===== config.mk =====
export PLATFORM = sky130hd
export DESIGN_NAME = tmcw_cfg
export DESIGN_NICKNAME = d
export VERILOG_FILES = /design/src/rtl/tmcw_pkg.sv /design/src/rtl/tmcw_cfg.sv
export SDC_FILE = /design/constraint.sdc
export NUM_CORES = 1
export LEC_CHECK = 0
export CORE_UTILIZATION = 45
export CTS_BUF_LIST = sky130_fd_sc_hd__clkbuf_8
export DETAILED_ROUTE_END_ITERATION = 12
export DONT_BUFFER_PORTS = 1
export HOLD_SLACK_MARGIN = 0.15
export SYNTH_ARGS = -nofsm -noshare
export SYNTH_HDL_FRONTEND = slang
export SYNTH_SLANG_ARGS = --single-unit

===== constraint.sdc =====
create_clock -name clk_i -period 1.6 [get_ports clk_i]
set_input_delay 0.08 -clock clk_i [delete_from_list [all_inputs] [get_ports clk_i]]
set_output_delay 0.08 -clock clk_i [all_outputs]
set_load 0.02 [all_outputs]

===== src/rtl/tmcw_pkg.sv =====
// Shared types, constants and codes of the text console writer.
`default_nettype none

package tmcw_pkg;

  localparam int COLUMNS_DEF      = 80;
  localparam int ROWS_DEF         = 25;
  localparam int MEMORY_WORDS_DEF = 8192;

  localparam int OFF_W  = 13;
  localparam int COL_W  = 7;
  localparam int ROW_W  = 5;
  localparam int CHR_W  = 8;
  localparam int ATTR_W = 8;
  localparam int CELL_W = 16;

  localparam int APB_AW = 3;
  localparam int APB_DW = 32;

  localparam logic [ATTR_W-1:0] RESET_ATTR  = 8'h07;
  localparam logic [CELL_W-1:0] RESET_BLANK = 16'h0720;

  // opcodes
  localparam logic [1:0] OP_WRITE = 2'd0;
  localparam logic [1:0] OP_CLEAR = 2'd1;
  localparam logic [1:0] OP_READ  = 2'd2;

  // control characters
  localparam logic [CHR_W-1:0] CH_NUL = 8'h00;
  localparam logic [CHR_W-1:0] CH_ENQ = 8'h05;
  localparam logic [CHR_W-1:0] CH_BEL = 8'h07;
  localparam logic [CHR_W-1:0] CH_BS  = 8'h08;
  localparam logic [CHR_W-1:0] CH_TAB = 8'h09;
  localparam logic [CHR_W-1:0] CH_LF  = 8'h0A;
  localparam logic [CHR_W-1:0] CH_VT  = 8'h0B;
  localparam logic [CHR_W-1:0] CH_FF  = 8'h0C;
  localparam logic [CHR_W-1:0] CH_CR  = 8'h0D;
  localparam logic [CHR_W-1:0] CH_DEL = 8'h7F;

  // register index (byte address bit 2)
  localparam logic REG_ATTR  = 1'b0;
  localparam logic REG_BLANK = 1'b1;

  typedef struct packed {
    logic [1:0]       opcode;
    logic [CHR_W-1:0] character;
    logic [OFF_W-1:0] cell_address;
    logic             end_of_write;
  } in_t;

  typedef struct packed {
    logic [OFF_W-1:0]  cursor_cell;
    logic [OFF_W-1:0]  window_start;
    logic              beep;
    logic [CELL_W-1:0] cell_data;
  } out_t;

  typedef struct packed {
    logic [ATTR_W-1:0] attr;
    logic [CELL_W-1:0] blank;
  } cfg_t;

endpackage

`default_nettype wire


===== src/rtl/tmcw_cfg.sv =====
// APB register file: character attribute and blank cell word.
`default_nettype none

module tmcw_cfg (
  input  logic                        clk_i,
  input  logic                        rst_ni,
  input  logic                        psel,
  input  logic                        penable,
  input  logic                        pwrite,
  input  logic [tmcw_pkg::APB_AW-1:0] paddr,
  input  logic [tmcw_pkg::APB_DW-1:0] pwdata,
  output logic [tmcw_pkg::APB_DW-1:0] prdata,
  output logic                        pready,
  output tmcw_pkg::cfg_t              cfg_o
);

  import tmcw_pkg::*;

  logic [ATTR_W-1:0] attr_q;
  logic [CELL_W-1:0] blank_q;

  // low address bits are not decoded; paddr[2] alone selects the register
  always_ff @(posedge clk_i or negedge rst_ni) begin
    if (!rst_ni) begin
      attr_q  <= RESET_ATTR;
      blank_q <= RESET_BLANK;
    end else if (psel && penable && pwrite) begin
      case (paddr[2])
        REG_ATTR:  attr_q  <= pwdata[ATTR_W-1:0];
        REG_BLANK: blank_q <= pwdata[CELL_W-1:0];
        default: begin
        end
      endcase
    end
  end

  always_comb begin
    case (paddr[2])
      REG_ATTR:  prdata = APB_DW'(attr_q);
      REG_BLANK: prdata = APB_DW'(blank_q);
      default:   prdata = '0;
    endcase
  end

  assign pready      = 1'b1;
  assign cfg_o.attr  = attr_q;
  assign cfg_o.blank = blank_q;

endmodule

`default_nettype wire


==> impl_metrics.py <==
metrics = {
    "setup_path": {
        "r2r-end": "blank_q[7]",
        "critPathMaxStageDelay_ns": 0.60,
        "crit_family": "flip-flops",
        "worstPathCellList": "and2_1",
        "reg2reg_setup_slack_ns": 0.72,
        "path_class": "flip-flop to output port",
        "critPathRequiredTime_ns": 1.52,
        "startpoint_type": "flip-flop",
        "r2r_start": "blank_q[7]",
        "cp_slowest_cell": "dfstp_2",
        "worst_setup_path_end_kind": "output port",
        "arrival_ns": 1.13,
        "crit_fanout": 3,
        "reg2reg_depth": 1,
        "path_buf_inv": 0,
    },
    "finish": {
        "fill_cells": 208,
        "area_growth_pct": 13.3,
        "drive_gt1_share_pct": 43.3,
        "final_cell_mix": "mux2_2, conb_1, dfrtp_1, dlygate4sd3_1, mux2_4",
        "final_common_cell": "mux2_2",
        "n_antenna_cell": 0,
        "nNetsFinal": 145,
        "fin_cells": 134,
    },
    "grt": {
        "grt_max_degree": 25,
        "grt_util_met3_pct": 8.20,
        "antenna_found_initial": 0,
        "grt_pass1_vias": 684,
        "top_usage_layer": "met2",
        "grt_pass1_wl_um": 3120,
        "met1_usage_pct": 15.5,
        "grt.met2_usage_pct": 28.3,
        "grt_usage_pct": 15.4,
        "grt-ovfl-total": 0,
    },
    "synth": {
        "synth_largest_area_cell": "dfrtp_1",
        "synth_top_area_share_pct": 33.7,
        "synth.ff_latch_count": 24,
        "syn_area_per_cell_um2": 14.3,
        "synth_cells": 88,
        "syn_area_um2": 1260,
        "synth_cell_type_count": 11,
        "ys_warn_count": 0,
        "ys_seq_area_share_pct": 48.3,
        "synth_area_leaders": "dfrtp_1, mux2_2, dfstp_2",
    },
    "hold_path": {
        "worstHoldStart": "penable",
        "min_path_type": "primary input to flip-flop",
        "holdPathEnd": "attr_q[6]",
        "hold_path_depth": 2,
    },
    "status": {
        "status": "finished, final reports clean",
    },
    "sta": {
        "slew_viol_final": 0,
        "grt_setup_unrepaired": "no",
        "finalClockSkew_ns": 0,
        "slew_headroom_pct": 29.0,
        "tns_ns": 0,
        "hold_viol": 0,
        "setup_viol": 0,
        "fin_ws_ns": 0.390,
        "fin_crit_ns": 1.21,
        "fmax_mhz": 826,
        "tightest_slew_ns": 1.06,
        "fin_crit_sh_pct": 75.6,
    },
    "drt": {
        "wl_um": 2160,
        "wl_per_cell_um": 16.1,
        "first_pass_iters": 1,
        "drc": 0,
        "vias": 675,
        "ant_nets": 0,
        "avgViaCountPerCell": 5.04,
        "drt_iter0_drc": 0,
    },
    "floorplanning": {
        "ios": 97,
        "initial_core_util_pct": 49.1,
        "core_area_um2": 2570,
        "rows": 18,
        "die_height_um": 54.9,
        "dieWidth_um": 54.9,
        "die_area_um2": 3020,
    },
    "place": {
        "gp_congestion": 0.619,
        "place_ws_ns": 0.626,
        "hpwl_um": 1430,
        "port_buffers": 0,
        "placed_cells": 113,
    },
    "job": {
        "max-cap-violations": 0,
    },
    "power": {
        "power_density_nw_per_um2": 1320,
        "ir_drop_mv": 1.01,
        "p_leak_uw": 0.000664,
    },
    "clocking": {
        "clkLatencyLatePin_ns": 0.26,
        "post_cts_buffers": 0,
        "htree_levels": 1,
        "clk_pin_slew_ns": 0.08,
        "cts.sinks": 24,
        "cts_tree": "done",
        "cts_buffers": 3,
        "cts_root_buf": "clkbuf_8",
        "clk_path_buf_depth": 2,
    },
}
## synth_stat cells
cell type,count
and2_1,8
nand4b_4,1
buf_4,18
dfrtp_1,17
buf_6,1
buf_2,1
mux2_4,10
nand4_4,1
mux2_2,22
conb_1,2
dfstp_2,7
## per-stage QoR
step	cell area, um^2	total power, uW	hold slack [ns]	util (%)
after global placement	1200	1450	-0.215	46.9
final	1430	1890	0.153	55.7
after detailed placement	1200	1460	-0.215	46.9
after floorplan	1320	1440	-0.216	-
after CTS	1430	1910	0.154	55.7
after global routing	1430	2000	0.155	55.7
## worst max-delay path by stage
stage / slack, ns / cells after the start / end / from
2_1_floorplan: 0.65 / 4 / blank_q[11] / paddr[2]
3_3_place_gp: 0.62 / 2 / blank_q[11] / psel
3_5_place_dp: 0.63 / 2 / blank_q[11] / psel
4_1_cts: 0.38 / 1 / prdata[10] / blank_q[10]
5_1_grt: 0.24 / 1 / blank_q[2] / rst_ni
6_report: 0.39 / 1 / prdata[8] / blank_q[8]
## metal layers
layer | share of wire (%) | vias up
li1 | - | 295
met1 | 40 | 324
met2 | 50 | 54
met3 | 9.3 | 2
met4 | 0.42 | 0
met5 | 0 | -
## power breakdown
part	switching (uW)	leakage, uW	internal (uW)
sequential	283	0.000278	772
clock	180	0.0000288	219
combinational	219	0.000357	216
## cells by family after synthesis
family / Yosys count / share of synthesized area, %
buffers and inverters: 20 / 12.0
and+or+nand+nor: 10 / 7.54
DFF: 24 / 48.3
muxes: 32 / 31.5
other: 2 / 0.595
## sequential cells by signal, indices dropped and copies added (netlist names)
register,count
blank_q,16
attr_q,8
## layout make-up
cell class | count | area, um^2 | share of cell area (%)
Multi-Input combinational cell | 59 | 557 | 39.0
Timing Repair Buffer | 17 | 170 | 11.9
Sequential cell | 24 | 609 | 42.6
Clock buffer | 4 | 55.1 | 3.85
Tap cell | 30 | 37.5 | 2.63
## timing repair
action	4_1_cts	5_1_grt
resized for setup	0	0
hold buffers	17	0
endpoints found under the hold margin	48	0
Note: power is estimated with default switching activity, not from simulation.
