$ cat config.mk
export PLATFORM = sky130hd
export DESIGN_NAME = tmcw_seq
export DESIGN_NICKNAME = d
export VERILOG_FILES = /design/src/rtl/tmcw_pkg.sv /design/src/rtl/tmcw_seq.sv
export SDC_FILE = /design/constraint.sdc
export NUM_CORES = 1
export LEC_CHECK = 0
export ABC_AREA = 1
export BUFFER_PORTS_ARGS = -buffer_cell sky130_fd_sc_hd__buf_2
export CAP_MARGIN = 30
export CORE_MARGIN = 5
export CORE_UTILIZATION = 40
export DETAILED_ROUTE_END_ITERATION = 10
export HOLD_SLACK_MARGIN = 0.12
export PLACE_DENSITY_LB_ADDON = 0.08
export SLEW_MARGIN = 0
export SYNTH_ARGS = -nofsm -noshare
export SYNTH_HDL_FRONTEND = slang
export SYNTH_SLANG_ARGS = --single-unit
$ cat constraint.sdc
create_clock -name clk_i -period 3.7 [get_ports clk_i]
set_input_delay 0.74 -clock clk_i [delete_from_list [all_inputs] [get_ports clk_i]]
set_output_delay 0.74 -clock clk_i [all_outputs]
set_load 0.1 [all_outputs]
$ cat src/rtl/tmcw_pkg.sv
// Shared types, constants and codes of the text console writer.
`default_nettype none

package tmcw_pkg;

  localparam int COLUMNS_DEF      = 80;
  localparam int ROWS_DEF         = 25;
  localparam int MEMORY_WORDS_DEF = 8192;

  localparam int OFF_W  = 13;
  localparam int COL_W  = 7;
  localparam int ROW_W  = 5;
  localparam int CHR_W  = 8;
  localparam int ATTR_W = 8;
  localparam int CELL_W = 16;

  localparam int APB_AW = 3;
  localparam int APB_DW = 32;

  localparam logic [ATTR_W-1:0] RESET_ATTR  = 8'h07;
  localparam logic [CELL_W-1:0] RESET_BLANK = 16'h0720;

  // opcodes
  localparam logic [1:0] OP_WRITE = 2'd0;
  localparam logic [1:0] OP_CLEAR = 2'd1;
  localparam logic [1:0] OP_READ  = 2'd2;

  // control characters
  localparam logic [CHR_W-1:0] CH_NUL = 8'h00;
  localparam logic [CHR_W-1:0] CH_ENQ = 8'h05;
  localparam logic [CHR_W-1:0] CH_BEL = 8'h07;
  localparam logic [CHR_W-1:0] CH_BS  = 8'h08;
  localparam logic [CHR_W-1:0] CH_TAB = 8'h09;
  localparam logic [CHR_W-1:0] CH_LF  = 8'h0A;
  localparam logic [CHR_W-1:0] CH_VT  = 8'h0B;
  localparam logic [CHR_W-1:0] CH_FF  = 8'h0C;
  localparam logic [CHR_W-1:0] CH_CR  = 8'h0D;
  localparam logic [CHR_W-1:0] CH_DEL = 8'h7F;

  // register index (byte address bit 2)
  localparam logic REG_ATTR  = 1'b0;
  localparam logic REG_BLANK = 1'b1;

  typedef struct packed {
    logic [1:0]       opcode;
    logic [CHR_W-1:0] character;
    logic [OFF_W-1:0] cell_address;
    logic             end_of_write;
  } in_t;

  typedef struct packed {
    logic [OFF_W-1:0]  cursor_cell;
    logic [OFF_W-1:0]  window_start;
    logic              beep;
    logic [CELL_W-1:0] cell_data;
  } out_t;

  typedef struct packed {
    logic [ATTR_W-1:0] attr;
    logic [CELL_W-1:0] blank;
  } cfg_t;

endpackage

`default_nettype wire

$ cat src/rtl/tmcw_seq.sv
// Cursor state and memory sequencer: character handling, scroll, clear, read.
`default_nettype none

module tmcw_seq #(
  parameter int COLUMNS      = tmcw_pkg::COLUMNS_DEF,
  parameter int ROWS         = tmcw_pkg::ROWS_DEF,
  parameter int MEMORY_WORDS = tmcw_pkg::MEMORY_WORDS_DEF
) (
  input  logic                            clk_i,
  input  logic                            rst_ni,
  input  logic                            in_valid_i,
  input  tmcw_pkg::in_t                   in_data_i,
  output logic                            idle_o,
  input  tmcw_pkg::cfg_t                  cfg_i,
  output logic                            res_valid_o,
  input  logic                            res_ready_i,
  output tmcw_pkg::out_t                  res_o,
  output logic                            mem_we_o,
  output logic [$clog2(MEMORY_WORDS)-1:0] mem_waddr_o,
  output logic [tmcw_pkg::CELL_W-1:0]     mem_wdata_o,
  output logic                            mem_re_o,
  output logic [$clog2(MEMORY_WORDS)-1:0] mem_raddr_o,
  input  logic [tmcw_pkg::CELL_W-1:0]     mem_rdata_i
);

  import tmcw_pkg::*;

  localparam int AW     = $clog2(MEMORY_WORDS);
  localparam int SCREEN = ROWS * COLUMNS;
  localparam int OFF_W1 = OFF_W + 1;

  localparam logic [OFF_W-1:0]  COLS_OFF     = OFF_W'(COLUMNS);
  localparam logic [OFF_W-1:0]  SCREEN_OFF   = OFF_W'(SCREEN);
  localparam logic [COL_W-1:0]  COLS_COL     = COL_W'(COLUMNS);
  localparam logic [ROW_W-1:0]  LAST_ROW     = ROW_W'(ROWS - 1);
  localparam logic [AW-1:0]     CNT_LAST_ALL = AW'(MEMORY_WORDS - 1);
  localparam logic [AW-1:0]     CNT_SCREEN   = AW'(SCREEN);
  localparam logic [AW-1:0]     CNT_LAST_COL = AW'(COLUMNS - 1);
  localparam logic [OFF_W1-1:0] COMPACT_LIM  = OFF_W1'(MEMORY_WORDS - SCREEN - COLUMNS);
  localparam logic [OFF_W1-1:0] MEM_END      = OFF_W1'(MEMORY_WORDS);

  typedef enum logic [6:0] {
    ST_INIT   = 7'b0000001,
    ST_IDLE   = 7'b0000010,
    ST_CLEAR  = 7'b0000100,
    ST_COPY   = 7'b0001000,
    ST_BLANK  = 7'b0010000,
    ST_PUT    = 7'b0100000,
    ST_FINISH = 7'b1000000
  } state_e;

  state_e           state_q, state_d;
  logic [AW-1:0]    cnt_q, cnt_d;
  logic [OFF_W-1:0] base_q, base_d;
  logic [CHR_W-1:0] char_q, char_d;
  logic             lf_q, lf_d;
  logic             put_q, put_d;
  logic             beep_q, beep_d;
  logic             sel_q, sel_d;
  logic [OFF_W-1:0] cursor_q, cursor_d;
  logic [OFF_W-1:0] window_q, window_d;
  logic [COL_W-1:0] column_q, column_d;
  logic [ROW_W-1:0] row_q, row_d;

  logic             imm;
  logic             bell;
  logic             scroll;
  logic             last_row;
  logic             wrap;
  logic             compact;
  logic             in_range;
  logic [OFF_W-1:0] col_off;
  logic [OFF_W-1:0] lf_step;
  logic [CHR_W-1:0] ch;

  function automatic logic [AW-1:0] mem_addr(input logic [OFF_W-1:0] off);
    return off[AW-1:0];
  endfunction

  assign ch       = in_data_i.character;
  assign last_row = (row_q == LAST_ROW);
  assign wrap     = (column_q >= COLS_COL);
  assign compact  = ({1'b0, window_q} >= COMPACT_LIM);
  assign in_range = ({1'b0, in_data_i.cell_address} < MEM_END);
  assign col_off  = OFF_W'(column_q);
  // line feed plus carriage return in one step
  assign lf_step  = COLS_OFF - col_off;

  always_comb begin
    state_d  = state_q;
    cnt_d    = cnt_q;
    base_d   = base_q;
    char_d   = char_q;
    lf_d     = lf_q;
    put_d    = put_q;
    beep_d   = beep_q;
    sel_d    = sel_q;
    cursor_d = cursor_q;
    window_d = window_q;
    column_d = column_q;
    row_d    = row_q;

    imm         = 1'b0;
    bell        = 1'b0;
    scroll      = 1'b0;
    res_valid_o = 1'b0;
    mem_we_o    = 1'b0;
    mem_waddr_o = '0;
    mem_wdata_o = '0;
    mem_re_o    = 1'b0;
    mem_raddr_o = '0;

    case (state_q)
      ST_INIT: begin
        mem_we_o    = 1'b1;
        mem_waddr_o = cnt_q;
        mem_wdata_o = RESET_BLANK;
        cnt_d       = cnt_q + AW'(1);
        if (cnt_q == CNT_LAST_ALL) begin
          cnt_d   = '0;
          state_d = ST_IDLE;
        end
      end

      ST_IDLE: begin
        if (in_valid_i) begin
          beep_d = 1'b0;
          sel_d  = 1'b0;
          case (in_data_i.opcode)
            OP_WRITE: begin
              imm = 1'b1;
              case (ch)
                CH_NUL, CH_ENQ, CH_TAB, CH_VT: begin
                end
                CH_BEL: bell = 1'b1;
                CH_BS: begin
                  if (column_q != '0) begin
                    column_d    = column_q - COL_W'(1);
                    cursor_d    = cursor_q - OFF_W'(1);
                    mem_we_o    = 1'b1;
                    mem_waddr_o = mem_addr(cursor_q - OFF_W'(1));
                    mem_wdata_o = cfg_i.blank;
                  end
                end
                CH_LF, CH_FF: begin
                  lf_d  = (ch == CH_LF);
                  put_d = 1'b0;
                  if (!last_row) begin
                    row_d = row_q + ROW_W'(1);
                    if (ch == CH_LF) begin
                      cursor_d = cursor_q + lf_step;
                      column_d = '0;
                    end else begin
                      cursor_d = cursor_q + COLS_OFF;
                    end
                  end else begin
                    scroll = 1'b1;
                  end
                end
                CH_CR: begin
                  cursor_d = cursor_q - col_off;
                  column_d = '0;
                end
                CH_DEL: begin
                  mem_we_o    = 1'b1;
                  mem_waddr_o = mem_addr(cursor_q);
                  mem_wdata_o = cfg_i.blank;
                end
                default: begin
                  if (wrap && last_row) begin
                    // wrap on the last row: back up, scroll, then store
                    scroll   = 1'b1;
                    lf_d     = 1'b0;
                    put_d    = 1'b1;
                    char_d   = ch;
                    cursor_d = cursor_q - COLS_OFF;
                    column_d = column_q - COLS_COL;
                  end else begin
                    mem_we_o    = 1'b1;
                    mem_waddr_o = mem_addr(cursor_q);
                    mem_wdata_o = {cfg_i.attr, ch};
                    cursor_d    = cursor_q + OFF_W'(1);
                    if (wrap) begin
                      row_d    = row_q + ROW_W'(1);
                      column_d = column_q - COLS_COL + COL_W'(1);
                    end else begin
                      column_d = column_q + COL_W'(1);
                    end
                  end
                end
              endcase
            end
            OP_CLEAR: begin
              state_d  = ST_CLEAR;
              cnt_d    = '0;
              cursor_d = '0;
              window_d = '0;
              column_d = '0;
              row_d    = '0;
            end
            OP_READ: begin
              mem_re_o    = 1'b1;
              mem_raddr_o = in_data_i.cell_address[AW-1:0];
              sel_d       = in_range;
              state_d     = ST_FINISH;
            end
            default: imm = 1'b1;
          endcase

          if (scroll) begin
            imm   = 1'b0;
            cnt_d = '0;
            if (compact) begin
              state_d = ST_COPY;
              base_d  = window_q;
            end else begin
              state_d = ST_BLANK;
              base_d  = window_q + SCREEN_OFF;
            end
          end

          if (imm) begin
            res_valid_o = 1'b1;
            if (!res_ready_i) begin
              state_d = ST_FINISH;
              beep_d  = bell;
            end
          end
        end
      end

      ST_CLEAR: begin
        mem_we_o    = 1'b1;
        mem_waddr_o = cnt_q;
        mem_wdata_o = cfg_i.blank;
        cnt_d       = cnt_q + AW'(1);
        if (cnt_q == CNT_LAST_ALL) begin
          cnt_d   = '0;
          state_d = ST_FINISH;
        end
      end

      ST_COPY: begin
        // read runs one word ahead of the write
        if (cnt_q != CNT_SCREEN) begin
          mem_re_o    = 1'b1;
          mem_raddr_o = mem_addr(base_q + OFF_W'(cnt_q));
        end
        if (cnt_q != '0) begin
          mem_we_o    = 1'b1;
          mem_waddr_o = cnt_q - AW'(1);
          mem_wdata_o = mem_rdata_i;
        end
        cnt_d = cnt_q + AW'(1);
        if (cnt_q == CNT_SCREEN) begin
          cnt_d    = '0;
          base_d   = SCREEN_OFF;
          cursor_d = cursor_q - window_q;
          window_d = '0;
          state_d  = ST_BLANK;
        end
      end

      ST_BLANK: begin
        mem_we_o    = 1'b1;
        mem_waddr_o = mem_addr(base_q + OFF_W'(cnt_q));
        mem_wdata_o = cfg_i.blank;
        cnt_d       = cnt_q + AW'(1);
        if (cnt_q == CNT_LAST_COL) begin
          cnt_d    = '0;
          window_d = window_q + COLS_OFF;
          if (lf_q) begin
            cursor_d = cursor_q + lf_step;
            column_d = '0;
          end else begin
            cursor_d = cursor_q + COLS_OFF;
          end
          state_d = put_q ? ST_PUT : ST_FINISH;
        end
      end

      ST_PUT: begin
        mem_we_o    = 1'b1;
        mem_waddr_o = mem_addr(cursor_q);
        mem_wdata_o = {cfg_i.attr, char_q};
        cursor_d    = cursor_q + OFF_W'(1);
        column_d    = column_q + COL_W'(1);
        state_d     = ST_FINISH;
      end

      ST_FINISH: begin
        res_valid_o = 1'b1;
        if (res_ready_i) begin
          state_d = ST_IDLE;
        end
      end

      default: state_d = ST_IDLE;
    endcase
  end

  always_comb begin
    res_o.cursor_cell  = cursor_d;
    res_o.window_start = window_d;
    res_o.beep         = (state_q == ST_IDLE) ? bell : beep_q;
    res_o.cell_data    = ((state_q == ST_FINISH) && sel_q) ? mem_rdata_i : '0;
  end

  assign idle_o = (state_q == ST_IDLE);

  always_ff @(posedge clk_i or negedge rst_ni) begin
    if (!rst_ni) begin
      state_q  <= ST_INIT;
      cnt_q    <= '0;
      lf_q     <= 1'b0;
      put_q    <= 1'b0;
      beep_q   <= 1'b0;
      sel_q    <= 1'b0;
      cursor_q <= '0;
      window_q <= '0;
      column_q <= '0;
      row_q    <= '0;
    end else begin
      state_q  <= state_d;
      cnt_q    <= cnt_d;
      lf_q     <= lf_d;
      put_q    <= put_d;
      beep_q   <= beep_d;
      sel_q    <= sel_d;
      cursor_q <= cursor_d;
      window_q <= window_d;
      column_q <= column_d;
      row_q    <= row_d;
    end
  end

  always_ff @(posedge clk_i) begin
    base_q <= base_d;
    char_q <= char_d;
  end

endmodule

`default_nettype wire

==> impl_metrics.yaml <==
run_status:
  status: "finished with violations"
  violations: "negative setup slack"
cts:
  htree_levels: 3
  clock-sinks: 83
  ctsLongestPathBuffers: 2
  cts_root_buf: "sky130_fd_sc_hd__clkbuf_16"
  clkSlewWorstSetupHoldPaths_ps: 90
  cts_inserted_buffers: 9
  tritoncts_clock_tree: "done"
  clock_insertion_delay_worst_skew_ps: 370
sta:
  fmaxAchievable_ghz: 0.2567
  fin_crit_sh: 1.053
  timing.clock.skew_ps: 18.72
  setup_slack_ps: -195.9
  final-hold-violation-count: 0
  finalSetupViolCount: 10
  relSlewSlack: 0.4447
  setup_repair_after_global_routing_missed_its_margin: "true"
  tightestPinTransition_ps: 833.0
  maxSlewViolCount: 0
  final_min_period_ps: 3896
floorplan:
  die_x_um: 173.8
  ios: 157
  floorplan.core_area_um2: 26650
  floorplan.initialDensity: 0.4025
  dieArea_um2: 30190
  rows: 60
  die_height_um: 173.8
grt:
  initial_antenna_violation_count: 0
  first_global_vias: 12538
  largest_net_degree_at_the_start_of_global_routing: 38
  globalRouteOverflowTotal: 0
  overall_track_demand_over_capacity_in_global_routing: 0.3004
  grt_pass1_wl_mm: 72.07
routing:
  dr_total_vias: 12959
  detail_route.first_pass.iterations: 5
  sum_of_routed_wire_length_over_all_layers_mm: 46.77
  detail_route.drc_violations: 0
  route.antenna.remaining_nets: 0
  routed_wire_length_per_instance_um: 20.11
  drt_iter0_markers: 1179
  viasPerCell: 5.571
placement:
  placedCellCount: 2273
  io_buffers: 155
  routability_congestion_estimate: 0.9877
  place_hpwl_mm: 37.16
logic_synthesis:
  yosys.area.top_type: "sky130_fd_sc_hd__nand2_1"
  synthesis.area_um2: 10730
  yosys-top-cells-count: "sky130_fd_sc_hd__nand2_1 (433), sky130_fd_sc_hd__inv_1 (205), sky130_fd_sc_hd__nor2_1 (168)"
  synth_async_sr_flop_share: 0.7470
  synth.lib_cells_used.distinct: 61
  mappedNetlistNets: 1849
  synth_most_common_cell: "sky130_fd_sc_hd__nand2_1"
  synth-edff-count: 21
  synth_largest_type_area_fraction: 0.1515
  ys.warnings.count: 0
  ys.flop_type: "sky130_fd_sc_hd__dfrtp_1"
  synthCells: 1712
  postSynthRegisterBits: 83
  yosys-top-cells-area: "sky130_fd_sc_hd__nand2_1 (15%), sky130_fd_sc_hd__dfrtp_1 (14%), sky130_fd_sc_hd__ha_1 (7.6%)"
  synth_sequential_area_ratio: 0.2035
  synthesis.area_per_instance_um2: 6.266
setup_path:
  cp.depth: 23
  timing.critical_path.mode_cell: "sky130_fd_sc_hd__nand2_2"
  crit_path_cell_trace: "nor3_4 > buf_12 > nand2_4 > nand2_2 > xor2_1 > inv_1 > ha_4 > nand2_2 > nand2_2 > nand2_2 > nand2_2 > inv_2 > nand2_2 > nand2_2 > nand2_2 > nand2_2 > nand2_2 > nand2_2 > o211ai_1 > inv_1 > nor2_1 > nand3b_1 > buf_12"
  cp_top_family: "simple AND/OR/NAND/NOR gates"
  critPathKind: "reg2out"
  timing.critical_path.slowest_stage_cell: "sky130_fd_sc_hd__dfrtp_2"
  worst_stage_delay_on_the_critical_path_ps: 460
  worst_setup_path_end_kind: "output pin"
  cp.arrival_ps: 3160
  critical_path.n_buffers_inverters: 5
  critPathRequiredTime_ps: 2960
  crit_fanout: 4
  critical_path.startpoint_type: "flop"
  worst_r2r_path_depth: 25
min_path:
  hold_path_class: "in2async"
finish:
  instances_no_fill: 2326
  area.growth.synth_to_final_pct: 37.28
  design.final.nets: 2117
  num_antenna_cells: 0
  final_layout_size_suffix_gt1_frac: 0.2741
power_and_ir_drop:
  power.density_nw_per_um2: 602.4
  vdd_ir_drop_max_v: 0.0007707
  total_power_mw: 8.870
  power.static_leakage_nw: 7.266
flow_run:
  maxCapViolCount: 0
flip-flops by register name, summed over array words and instances (netlist names):
name      flops
cursor_q     13
put_q         1
row_q         5
window_q     13
lf_q          1
char_q        8
beep_q        1
column_q      7
sel_q         1
base_q       13
state_q       7
cnt_q        13
cell type report:
class / instances / area, µm²
fillers: 2607 / 11930
multi-input cells: 1346 / 8084
repair buffers: 309 / 2823
flip-flops and latches: 83 / 2195
inverters: 231 / 895.9
well taps: 341 / 426.7
clock buffers: 10 / 250.2
clock inverters: 6 / 51.30
where the power goes:
| part | internal, mW | switching [mW] | total (mW) |
|---|---|---|---|
| registers | 1.11 | 0.257 | 1.36 |
| logic | 2.34 | 4.17 | 6.51 |
| clock network | 0.512 | 0.482 | 0.994 |
worst register-to-register path: stages (launching register included):
cell and delay [ps]:
sky130_fd_sc_hd__dfrtp_2 460, sky130_fd_sc_hd__nor3_4 240, sky130_fd_sc_hd__buf_12 150, sky130_fd_sc_hd__nand2_4 50, sky130_fd_sc_hd__buf_4 140, sky130_fd_sc_hd__buf_4 120
sky130_fd_sc_hd__buf_4 120, sky130_fd_sc_hd__buf_4 120, sky130_fd_sc_hd__buf_4 130, sky130_fd_sc_hd__buf_4 130, sky130_fd_sc_hd__buf_4 130, sky130_fd_sc_hd__buf_4 120
sky130_fd_sc_hd__buf_4 120, sky130_fd_sc_hd__buf_4 120, sky130_fd_sc_hd__buf_4 130, sky130_fd_sc_hd__buf_4 120, sky130_fd_sc_hd__buf_4 120, sky130_fd_sc_hd__buf_4 120
sky130_fd_sc_hd__buf_4 140, sky130_fd_sc_hd__o21ai_2 120, sky130_fd_sc_hd__nand2_1 60, sky130_fd_sc_hd__o21ai_1 130, sky130_fd_sc_hd__nand3_1 80, sky130_fd_sc_hd__o21ai_1 90
sky130_fd_sc_hd__nand2_1 60, sky130_fd_sc_hd__o21ai_1 100
path summary, 6_finish.rpt:
check,to,slack [ps],startpoint
hold reg to reg,sel_q,490,sel_q
hold / removal,row_q[0],460,rst_ni
setup reg to reg,column_q[5],210,column_q[1]
setup / recovery,res_o[40],-200,column_q[1]
max in group asynchronous,state_q[0],2490,rst_ni
min in group clk_i,sel_q,490,sel_q
per-stage QoR:
stage               hold WS [ps]    util  worst slack [ps]  cell area (µm²)  TNS, ps
global placement           463.3  0.5106             16.44            13610        0
floorplan                  444.4       -            -756.4            10980    -3639
detailed placement         466.9  0.5106             17.80            13610        0
finish                     457.8  0.5525            -195.9            14730    -1308
global route               504.5  0.5525            -386.1            14730    -3238
CTS                        487.5  0.5395            -181.6            14380    -1076
cells by family (layout without fill, tap and decap cells):
logic type / after synthesis / count (layout) / share of synthesized area
buffers and inverters: 283 / 556 / 0.1053
adders and majority gates: 69 / 69 / 0.08329
and+or+nand+nor: 858 / 858 / 0.3543
xor gates and xnor gates: 77 / 77 / 0.06287
AOI/OAI and AO/OA: 342 / 342 / 0.1907
DFF: 83 / 83 / 0.2035
repair_timing:
action                     in CTS  in global routing
pin swaps                      35                 40
setup endpoints to repair      20                 51
buffers inserted               34                  7
hold endpoints to repair        0                  0
resized for setup              53                 96
hold buffers                    0                  0
layer usage:
metal | track usage | vias up | part of all wire
met1 | 0.3918 | 6098 | 0.42
met5 | 0 | - | 0
met4 | 0.09436 | 0 | 0.034
met3 | 0.04057 | 93 | 0.061
met2 | 0.5164 | 505 | 0.48
li1 | - | 6263 | -
cell usage in the layout, fill, tap and decap left out, drive strengths merged, types with 17 or more instances in the layout:
cell type and n:
a21oi 104, a22oi 17, buf 296, clkbuf 23, dfrtp 61, edfxtp 21
ha 65, inv 227, nand2 448, nand3 133, nand4 30, nor2 181
nor3 38, o211ai 24, o21ai 122, xor2 66
Note: power is estimated with default switching activity, not from simulation.
